<file path="config.mk">
export PLATFORM = sky130hd
export DESIGN_NAME = nv12_pixel_to_bgr_unit
export DESIGN_NICKNAME = d
export VERILOG_FILES = /design/src/design/nv12b_pkg.sv /design/src/design/nv12_pixel_to_bgr_unit.sv /design/src/design/nv12b_colour.sv
export SDC_FILE = /design/constraint.sdc
export NUM_CORES = 2
export LEC_CHECK = 0
export ABC_CLOCK_PERIOD_IN_PS = 11400
export BUFFER_PORTS_ARGS = -buffer_cell sky130_fd_sc_hd__buf_4
export CELL_PAD_IN_SITES_DETAIL_PLACEMENT = 1
export CELL_PAD_IN_SITES_GLOBAL_PLACEMENT = 1
export CORE_ASPECT_RATIO = 1.4
export CORE_MARGIN = 2
export CORE_UTILIZATION = 56
export DETAILED_ROUTE_END_ITERATION = 8
export GPL_TIMING_DRIVEN = 0
export PLACE_DENSITY = 0.94
export SETUP_SLACK_MARGIN = 0.3
export SLEW_MARGIN = 20
export SYNTH_ARGS = -nofsm -noshare
export SYNTH_HDL_FRONTEND = slang
export SYNTH_SLANG_ARGS = --single-unit
</file>
<file path="constraint.sdc">
create_clock -name clk -period 11.4 [get_ports clk]
set_input_delay 2.28 -clock clk [delete_from_list [all_inputs] [get_ports clk]]
set_output_delay 2.28 -clock clk [all_outputs]
set_load 0.005 [all_outputs]
</file>
<file path="src/design/nv12b_pkg.sv">
// shared types and constants for the nv12 pixel to bgr unit
`timescale 1ns / 1ps
`default_nettype none

package nv12b_pkg;

  localparam int LUMA_W  = 8;
  localparam int CHAN_W  = 8;
  localparam int POS_W   = 12;
  localparam int CFG_W   = 13;
  localparam int CFG_IDX_W = 2;
  localparam int ADDR_W  = 26;
  localparam int CHROMA_W = 9;
  localparam int SUM_W   = 27;
  localparam int Q16_SHIFT = 16;
  localparam int COEF_W  = 19;

  localparam logic signed [COEF_W-1:0] K_RV = 19'sd89831;
  localparam logic signed [COEF_W-1:0] K_GU = 19'sd22127;
  localparam logic signed [COEF_W-1:0] K_GV = 19'sd45744;
  localparam logic signed [COEF_W-1:0] K_BU = 19'sd113538;

  localparam logic [LUMA_W-1:0] CHROMA_OFFSET = 8'd128;

  localparam logic [CFG_IDX_W-1:0] CFG_IDX_WIDTH  = 2'd0;
  localparam logic [CFG_IDX_W-1:0] CFG_IDX_HEIGHT = 2'd1;

  localparam logic [CFG_W-1:0] WIDTH_RESET  = 13'd640;
  localparam logic [CFG_W-1:0] HEIGHT_RESET = 13'd480;

  typedef struct packed {
    logic s1;
    logic s2;
    logic s3;
    logic s4;
  } stage_en_t;

endpackage

`default_nettype wire

</file>
<file path="src/design/nv12_pixel_to_bgr_unit.sv">
// top level: nv12 pixel to bgr conversion with bottom-up frame address
// an accepted request passes through register stages one to four to the output
// throughput: one pixel per cycle while out_ready is high; the colour and
//   address pipelines have four register stages each (one multiply stage each)
// each stage holds only while the stage after it is full and stalled
// reset: pipeline empty, frame_width 640, frame_height 480
`timescale 1ns / 1ps
`default_nettype none

module nv12_pixel_to_bgr_unit #(
  parameter int MAX_WIDTH  = 4096,
  parameter int MAX_HEIGHT = 4096
) (
  input  wire                                    clk,
  input  wire                                    rst_n,
  input  wire                                    cfg_valid,
  output logic                                   cfg_ready,
  input  wire logic [nv12b_pkg::CFG_IDX_W-1:0]   cfg_index,
  input  wire logic [nv12b_pkg::CFG_W-1:0]       cfg_data,
  input  wire                                    in_valid,
  output logic                                   in_ready,
  input  wire logic [nv12b_pkg::LUMA_W-1:0]      in_luma,
  input  wire logic [nv12b_pkg::LUMA_W-1:0]      in_chroma_u,
  input  wire logic [nv12b_pkg::LUMA_W-1:0]      in_chroma_v,
  input  wire logic [nv12b_pkg::POS_W-1:0]       in_pixel_row,
  input  wire logic [nv12b_pkg::POS_W-1:0]       in_pixel_col,
  output logic                                   out_valid,
  input  wire                                    out_ready,
  output logic      [nv12b_pkg::CHAN_W-1:0]      out_blue,
  output logic      [nv12b_pkg::CHAN_W-1:0]      out_green,
  output logic      [nv12b_pkg::CHAN_W-1:0]      out_red,
  output logic      [nv12b_pkg::ADDR_W-1:0]      out_dest_address
);
  import nv12b_pkg::*;

  logic [CFG_W-1:0]  width_r, width_nxt;
  logic [CFG_W-1:0]  height_r, height_nxt;
  logic [CFG_W-1:0]  lim_width, lim_height;

  logic              v1_r, v2_r, v3_r, v4_r;
  logic              rdy1, rdy2, rdy3, rdy4;
  stage_en_t         en;

  logic [ADDR_W-1:0] line1_r;
  logic [POS_W-1:0]  col1_r, col2_r;
  logic [ADDR_W-1:0] prod2_r;
  logic [ADDR_W-1:0] idx3_r;
  logic [ADDR_W-1:0] addr4_r;

  // register write limits
  always_comb begin
    lim_width = cfg_data;
    if (cfg_data == '0) begin
      lim_width = CFG_W'(1);
    end else if ({1'b0, cfg_data} > (CFG_W+1)'(MAX_WIDTH)) begin
      lim_width = CFG_W'(MAX_WIDTH);
    end
    lim_height = cfg_data;
    if (cfg_data == '0) begin
      lim_height = CFG_W'(1);
    end else if ({1'b0, cfg_data} > (CFG_W+1)'(MAX_HEIGHT)) begin
      lim_height = CFG_W'(MAX_HEIGHT);
    end
  end

  assign cfg_ready = 1'b1;

  always_comb begin
    width_nxt  = width_r;
    height_nxt = height_r;
    if (cfg_valid && cfg_ready) begin
      unique case (cfg_index)
        CFG_IDX_WIDTH:  width_nxt  = lim_width;
        CFG_IDX_HEIGHT: height_nxt = lim_height;
        default: ;
      endcase
    end
  end

  always_ff @(posedge clk) begin
    if (!rst_n) begin
      width_r  <= WIDTH_RESET;
      height_r <= HEIGHT_RESET;
    end else begin
      width_r  <= width_nxt;
      height_r <= height_nxt;
    end
  end

  // stage advance, bubbles collapse
  assign rdy4     = !v4_r || out_ready;
  assign rdy3     = !v3_r || rdy4;
  assign rdy2     = !v2_r || rdy3;
  assign rdy1     = !v1_r || rdy2;
  assign in_ready = rdy1;

  assign en = '{s1: rdy1, s2: rdy2, s3: rdy3, s4: rdy4};

  always_ff @(posedge clk) begin
    if (!rst_n) begin
      v1_r <= 1'b0;
      v2_r <= 1'b0;
      v3_r <= 1'b0;
      v4_r <= 1'b0;
    end else begin
      if (rdy1) v1_r <= in_valid;
      if (rdy2) v2_r <= v1_r;
      if (rdy3) v3_r <= v2_r;
      if (rdy4) v4_r <= v3_r;
    end
  end

  // address pipeline, all modulo 2^26
  always_ff @(posedge clk) begin
    if (rdy1) begin
      line1_r <= ADDR_W'(height_r) - ADDR_W'(1) - ADDR_W'(in_pixel_row);
      col1_r  <= in_pixel_col;
    end
    if (rdy2) begin
      prod2_r <= line1_r * ADDR_W'(width_r);
      col2_r  <= col1_r;
    end
    if (rdy3) begin
      idx3_r <= prod2_r + ADDR_W'(col2_r);
    end
    if (rdy4) begin
      addr4_r <= idx3_r + {idx3_r[ADDR_W-2:0], 1'b0};
    end
  end

  nv12b_colour u_colour (
    .clk      (clk),
    .en       (en),
    .luma     (in_luma),
    .chroma_u (in_chroma_u),
    .chroma_v (in_chroma_v),
    .blue     (out_blue),
    .green    (out_green),
    .red      (out_red)
  );

  assign out_valid        = v4_r;
  assign out_dest_address = addr4_r;

  // accepted request reaches stage one
  a_enter: assert property (@(posedge clk) disable iff (!rst_n)
    in_valid && in_ready |=> v1_r)
    else $error("accepted request missing from stage one");

  // stalled output keeps both full tail stages
  a_hold: assert property (@(posedge clk) disable iff (!rst_n)
    v3_r && v4_r && !out_ready |=> v3_r && v4_r)
    else $error("request lost during output stall");

  // frame registers stay within limits
  a_cfg_range: assert property (@(posedge clk) disable iff (!rst_n)
    width_r != '0 && height_r != '0 &&
    {1'b0, width_r} <= (CFG_W+1)'(MAX_WIDTH) &&
    {1'b0, height_r} <= (CFG_W+1)'(MAX_HEIGHT))
    else $error("frame register out of range");

  // no request taken while the first stage is full and blocked
  a_no_overrun: assert property (@(posedge clk) disable iff (!rst_n)
    v1_r && v2_r && v3_r && v4_r && !out_ready |-> !in_ready)
    else $error("request accepted into full pipeline");

endmodule

`default_nettype wire

</file>
<file path="src/design/nv12b_colour.sv">
// four stage yuv to bgr colour arithmetic with clamping
`timescale 1ns / 1ps
`default_nettype none

module nv12b_colour (
  input  wire                                clk,
  input  wire nv12b_pkg::stage_en_t          en,
  input  wire logic [nv12b_pkg::LUMA_W-1:0]  luma,
  input  wire logic [nv12b_pkg::LUMA_W-1:0]  chroma_u,
  input  wire logic [nv12b_pkg::LUMA_W-1:0]  chroma_v,
  output logic      [nv12b_pkg::CHAN_W-1:0]  blue,
  output logic      [nv12b_pkg::CHAN_W-1:0]  green,
  output logic      [nv12b_pkg::CHAN_W-1:0]  red
);
  import nv12b_pkg::*;

  logic        [LUMA_W-1:0]   y1_r;
  logic signed [CHROMA_W-1:0] u1_r, v1_r;
  logic        [LUMA_W-1:0]   y2_r;
  logic signed [SUM_W-1:0]    bu2_r, gu2_r, gv2_r, rv2_r;
  logic signed [SUM_W-1:0]    bs3_r, gs3_r, rs3_r;
  logic        [CHAN_W-1:0]   b4_r, g4_r, r4_r;
  logic signed [SUM_W-1:0]    base2;

  function automatic logic [CHAN_W-1:0] clamp_chan(input logic signed [SUM_W-1:0] s);
    logic [CHAN_W-1:0] res;
    if (s[SUM_W-1] || s == '0) begin
      res = '0;
    end else if (s[SUM_W-1:Q16_SHIFT+CHAN_W] != '0) begin
      res = '1;
    end else begin
      res = s[Q16_SHIFT+CHAN_W-1:Q16_SHIFT];
    end
    return res;
  endfunction

  // remove chroma offset
  always_ff @(posedge clk) begin
    if (en.s1) begin
      y1_r <= luma;
      u1_r <= $signed({1'b0, chroma_u}) - $signed({1'b0, CHROMA_OFFSET});
      v1_r <= $signed({1'b0, chroma_v}) - $signed({1'b0, CHROMA_OFFSET});
    end
  end

  // coefficient products
  always_ff @(posedge clk) begin
    if (en.s2) begin
      y2_r  <= y1_r;
      bu2_r <= SUM_W'(K_BU) * SUM_W'(u1_r);
      gu2_r <= SUM_W'(K_GU) * SUM_W'(u1_r);
      gv2_r <= SUM_W'(K_GV) * SUM_W'(v1_r);
      rv2_r <= SUM_W'(K_RV) * SUM_W'(v1_r);
    end
  end

  assign base2 = $signed({{(SUM_W-LUMA_W-Q16_SHIFT){1'b0}}, y2_r, {Q16_SHIFT{1'b0}}});

  // q16 channel sums
  always_ff @(posedge clk) begin
    if (en.s3) begin
      bs3_r <= base2 + bu2_r;
      gs3_r <= base2 - gu2_r - gv2_r;
      rs3_r <= base2 + rv2_r;
    end
  end

  // truncate and clamp to a byte
  always_ff @(posedge clk) begin
    if (en.s4) begin
      b4_r <= clamp_chan(bs3_r);
      g4_r <= clamp_chan(gs3_r);
      r4_r <= clamp_chan(rs3_r);
    end
  end

  assign blue  = b4_r;
  assign green = g4_r;
  assign red   = r4_r;

endmodule

`default_nettype wire

</file>
==> impl.org <==
** Synth
- The synthesized design spends more area on one cell type than any other, namely edfxtp_1.
- The number of nets handed over by synthesis was about 3700.
- Dominant synthesized flop cell :: edfxtp_1
- In this run, synthesis inferred 349 flip-flops with an integrated enable.
- Counting distinct cell types in the post-synthesis netlist gives 69.
- Summed instance area of the synthesized netlist :: 32220 µm²
- Cell count after synthesis :: 2933
- Main area contributors after synthesis :: edfxtp_1, fa_1, ha_1
- Count of yosys warnings during synthesis :: 0
- The share of synthesized area in the top cell type comes to 0.3253.
- Fraction of synthesis flops using an asynchronous set or reset pin :: 0
- Post-synthesis register bit count :: 379
- Share of synthesized area occupied by flip-flops and latches :: 0.3439
- Averaged over all synthesized cells, the footprint is 10.98 µm².

** Clock network
- CTS HTree Levels :: 2
- Clock latency on the worst-skew pair, taken at its later pin, is 600 ps.
- The clock passes through at most 3 buffers.
- Clock tree from TritonCTS :: done
- The number of gates resized after CTS was 0.
- In this run the clock root is driven by a clkbuf_16.
- Total CTS buffers :: 42
- After clock tree synthesis, the flow added hold-fix buffers numbering 0.
- Clock-pin slew was measured on the worst setup and hold paths at 70 ps.
- The number of setup buffers added after CTS is 0.
- CTS sink count :: approximately 380

** Placement
- Port-buffer cells :: 118
- Post-detail-place hpwl :: 73.37 mm
- Routability cong. :: 0.9125

** STA
- The worst pin sits at a relative slew slack of 0.3635.
- Aggregate negative setup slack :: 0 ps
- Post-layout minimum cycle time :: 7118 ps
- The number of pins exceeding their max-slew limit in the final report is 0.
- Setup clock skew after layout :: 36.93 ps
- Total count of hold-check failures in the final report :: 0
- Tightest Pin Transition :: 946.1 ps
- Total of endpoints with negative setup slack in the final report :: 0
- Setup repair after global routing left no endpoint under its margin.
- Based on the critical path, the design can be clocked at up to 0.1405 GHz.
- In the finished design, the share of the clock period the worst path needs comes to 0.6244.

** Power and ir drop
- The analysis attributes to net switching a power of 4.034 mW.
- Combinational share of power :: 0.576
- The share of total power dissipated in the clock network is 0.148.
- Power consumption :: 9.407 mW
- Summed over all cells, the static leakage comes to ~17 nW.
- Across the VDD grid, the largest voltage drop is 0.1710 mV.
- Sw frac :: 0.4288
- Cell-internal power :: 5.373 mW
- Of the total power, registers draw 0.275.
- Pwr Density :: between 200 and 300 nW/µm²

** Critical path
- Kind of start point of the critical path :: flop
- Data required time at the worst endpoint :: 11730 ps
- Data arrival time of the worst path :: 7450 ps
- The critical path is of the flop to flop type.
- The worst setup path is captured at a flop.
- Maximum fanout count along the critical path :: 10
- The number of buffers and inverters on the critical path is 5.
- For the worst flop-to-flop path, the logic depth is 21.
- The slowest stage of the critical path is the o41ai_1 cell.
- Crit path depth :: 21
- Cell occurring most often along the worst timing path :: fa_1
- Broken down by cell family, the worst path's largest delay share belongs to adder cells.
- Walking the worst path, the cells encountered are clkbuf_1, and2_1, fa_1, inv_1, fa_1, inv_1, fa_1, inv_1, fa_1, fa_1, inv_1, ha_1, a21oi_1, o22ai_1, o41ai_2, a21boi_0, o41ai_1, a21oi_1, o21a_1, nor2_1, xnor2_1.
- Slowest stage delay, CP :: 720 ps

** Global route
- Number of antenna violations at the first check in global routing :: 0
- Number of global-route vias before repair :: 26570
- Largest net degree at the start of global routing :: around 110
- In the global route stage, overall resource usage came out at 0.3245.
- Summed over all layers, the global routing overflow is 0.
- The first global-routing pass estimated ~150 mm of wire.

** Detailed routing
- In the routed design, unresolved DRC markers number 0.
- For this block, the initial DRC count from the detailed router was around 1100.
- Detail-routed via count per cell :: between 5 and 6
- Final WL :: 93.73 mm
- The detailed router placed between 20000 and 25000 vias in this run.
- Once detail routing completed, the nets flagged for antenna violations numbered 0.
- Number of iterations in the first detailed-routing pass :: 5
- In the final routed layout, each cell accounts on average for 24.19 µm.

** Cells and area
- Of the cells placed in the final design, the portion with a size suffix greater than 1 is 0.07150.
- Summing all flip-flop and latch instances after layout gives roughly 11000 µm².
- The number of antenna diodes in the final layout is 0.
- Multi-input gate area in the final layout :: 18920 µm²
- In the final design database the tool counted 3889 nets.
- Relative to the synthesized area, the layout overhead comes to 10.32%.
- The filler cells instantiated in the layout total 6085.
- Final standard cell utilization of the core :: 0.6208

** Floorplan
- The region available for standard cell placement spans 57250 µm².
- Std-Cell Rows :: 104
- The die covers 59490 µm².
- Number of primary I/O pins :: 121
- From left edge to right edge, the die measures 206.7 µm.
- Measured along the y axis, the die boundary spans 287.8 µm.
- Starting density of the core :: 0.5627

** Hold path
- The path class of the tightest hold or removal check is flop to flop.
- Counting instances, the worst hold path has a depth of 0.

** Run
- Max-Cap Viols :: 0

** Outcome
- Run status :: completed
==> cells in the final DEF (no fill, tap or decap), drive strengths merged, types with 47 or more instances in the layout <==
cell type  synthesis  routed
inv              549     551
clkbuf            41      97
edfxtp           349     349
xnor2            150     150
nor2             126     126
ha               411     411
xor2              49      49
a21oi            116     116
o21ai             64      64
nand2            212     212
a21o              47      47
and2              94      94
fa               310     310
buf                4     127
==> flip-flops by register name, indices dropped and copies added (netlist names), 12 cells and up <==
register          flops
col1_r               12
col2_r               12
height_r             13
idx3_r               26
line1_r              15
out_dest_address     26
prod2_r              26
u_colour.bs3_r       25
u_colour.bu2_r       25
u_colour.gs3_r       27
u_colour.gu2_r       25
u_colour.gv2_r       20
u_colour.rs3_r       27
u_colour.rv2_r       27
width_r              13
==> final cells by class <==
type                       instances  share of cell area
clock inverter                    21            0.005738
multi-input combinational       1960              0.5323
sequential                       379              0.3118
timing repair buffer             123             0.02844
clock buffer                      56             0.03253
tap                              742             0.02612
inverter                         549             0.05826
buffer                            45            0.004858
==> metrics by stage <==
step,std cells,instance area (µm²),hold slack [ps],worst slack (ps)
CTS,3874,35530,421.9,4406
floorplan,2933,32220,400.3,5434
finish,3875,35540,418.1,4282
global route,3875,35540,426.4,4054
detailed placement,3797,34170,406.3,4529
global placement,3793,34030,401.9,3949
==> synthesized netlist by cell type (4+ instances only) <==
library cell / n
a211o_1: 4
a211oi_1: 16
a21boi_0: 27
a21o_1: 47
a21oi_1: 113
a31o_2: 4
a31oi_1: 11
a41o_1: 4
a41oi_1: 4
and2_1: 94
and3_1: 17
clkbuf_1: 41
dfxtp_1: 30
edfxtp_1: 349
fa_1: 310
ha_1: 411
inv_1: 549
nand2_1: 212
nand2b_1: 23
nand3_1: 34
nor2_1: 126
nor2b_1: 36
nor3_1: 32
nor4_1: 21
o2111ai_1: 7
o211ai_1: 9
o21a_1: 39
o21ai_0: 61
o21bai_1: 24
o311ai_0: 4
o41ai_2: 4
or2_2: 16
or3_1: 7
xnor2_1: 150
xor2_1: 49
==> layer usage <==
metal | share of wire | track usage | up-vias | wire [µm]
li1 | - | - | 10060 | -
met1 | 0.33 | 0.3115 | 11370 | 31160
met2 | 0.55 | 0.6284 | 632 | 51850
met3 | 0.036 | 0.04528 | 352 | 3352
met4 | 0.079 | 0.2174 | 0 | 7361
met5 | 0 | 0 | - | 0
==> cell families (layout without fill, tap and decap cells) <==
logic type | Yosys count | after routing | share of synthesized area
compound gates | 404 | 404 | 0.08470
xor+xnor | 199 | 199 | 0.05410
fa+ha+maj | 721 | 721 | 0.3522
buf+inv | 594 | 794 | 0.06932
flops | 379 | 379 | 0.3439
mux | 1 | 1 | 0.0003107
other cells | 1 | 1 | 0.0001164
simple gates | 634 | 634 | 0.09527
==> worst register-to-register path: stages (launching register included) <==
cell and delay [ps]:
edfxtp_1 450, clkbuf_1 300, and2_1 270, fa_1 530
inv_1 50, fa_1 520, inv_1 60, fa_1 510
inv_1 50, fa_1 480, fa_1 570, inv_1 60
ha_1 370, a21oi_1 210, o22ai_1 210, o41ai_2 500
a21boi_0 350, o41ai_1 720, a21oi_1 210, o21a_1 230
nor2_1 110, xnor2_1 80
==> power by group through the flow <==
| stage | sequential, mW | clock, mW | combinational, mW |
|---|---|---|---|
| floorplan | 2.49 | 0 | 3.70 |
| global placement | 2.54 | 0 | 4.73 |
| detailed placement | 2.61 | 0 | 5.22 |
| CTS | 2.60 | 1.41 | 5.40 |
| global route | 2.63 | 1.45 | 5.96 |
| finish | 2.59 | 1.39 | 5.42 |
==> final timing paths <==
kind	slack, ps	end	startpoint
worst max-delay path	4280	prod2_r[24]	line1_r[5]
worst min-delay path	420	u_colour.rs3_r[2]	u_colour.rv2_r[2]
worst max register to register	4280	prod2_r[24]	line1_r[5]
worst min register to register	420	u_colour.rs3_r[2]	u_colour.rv2_r[2]
Power figures use the tool's default switching activity.
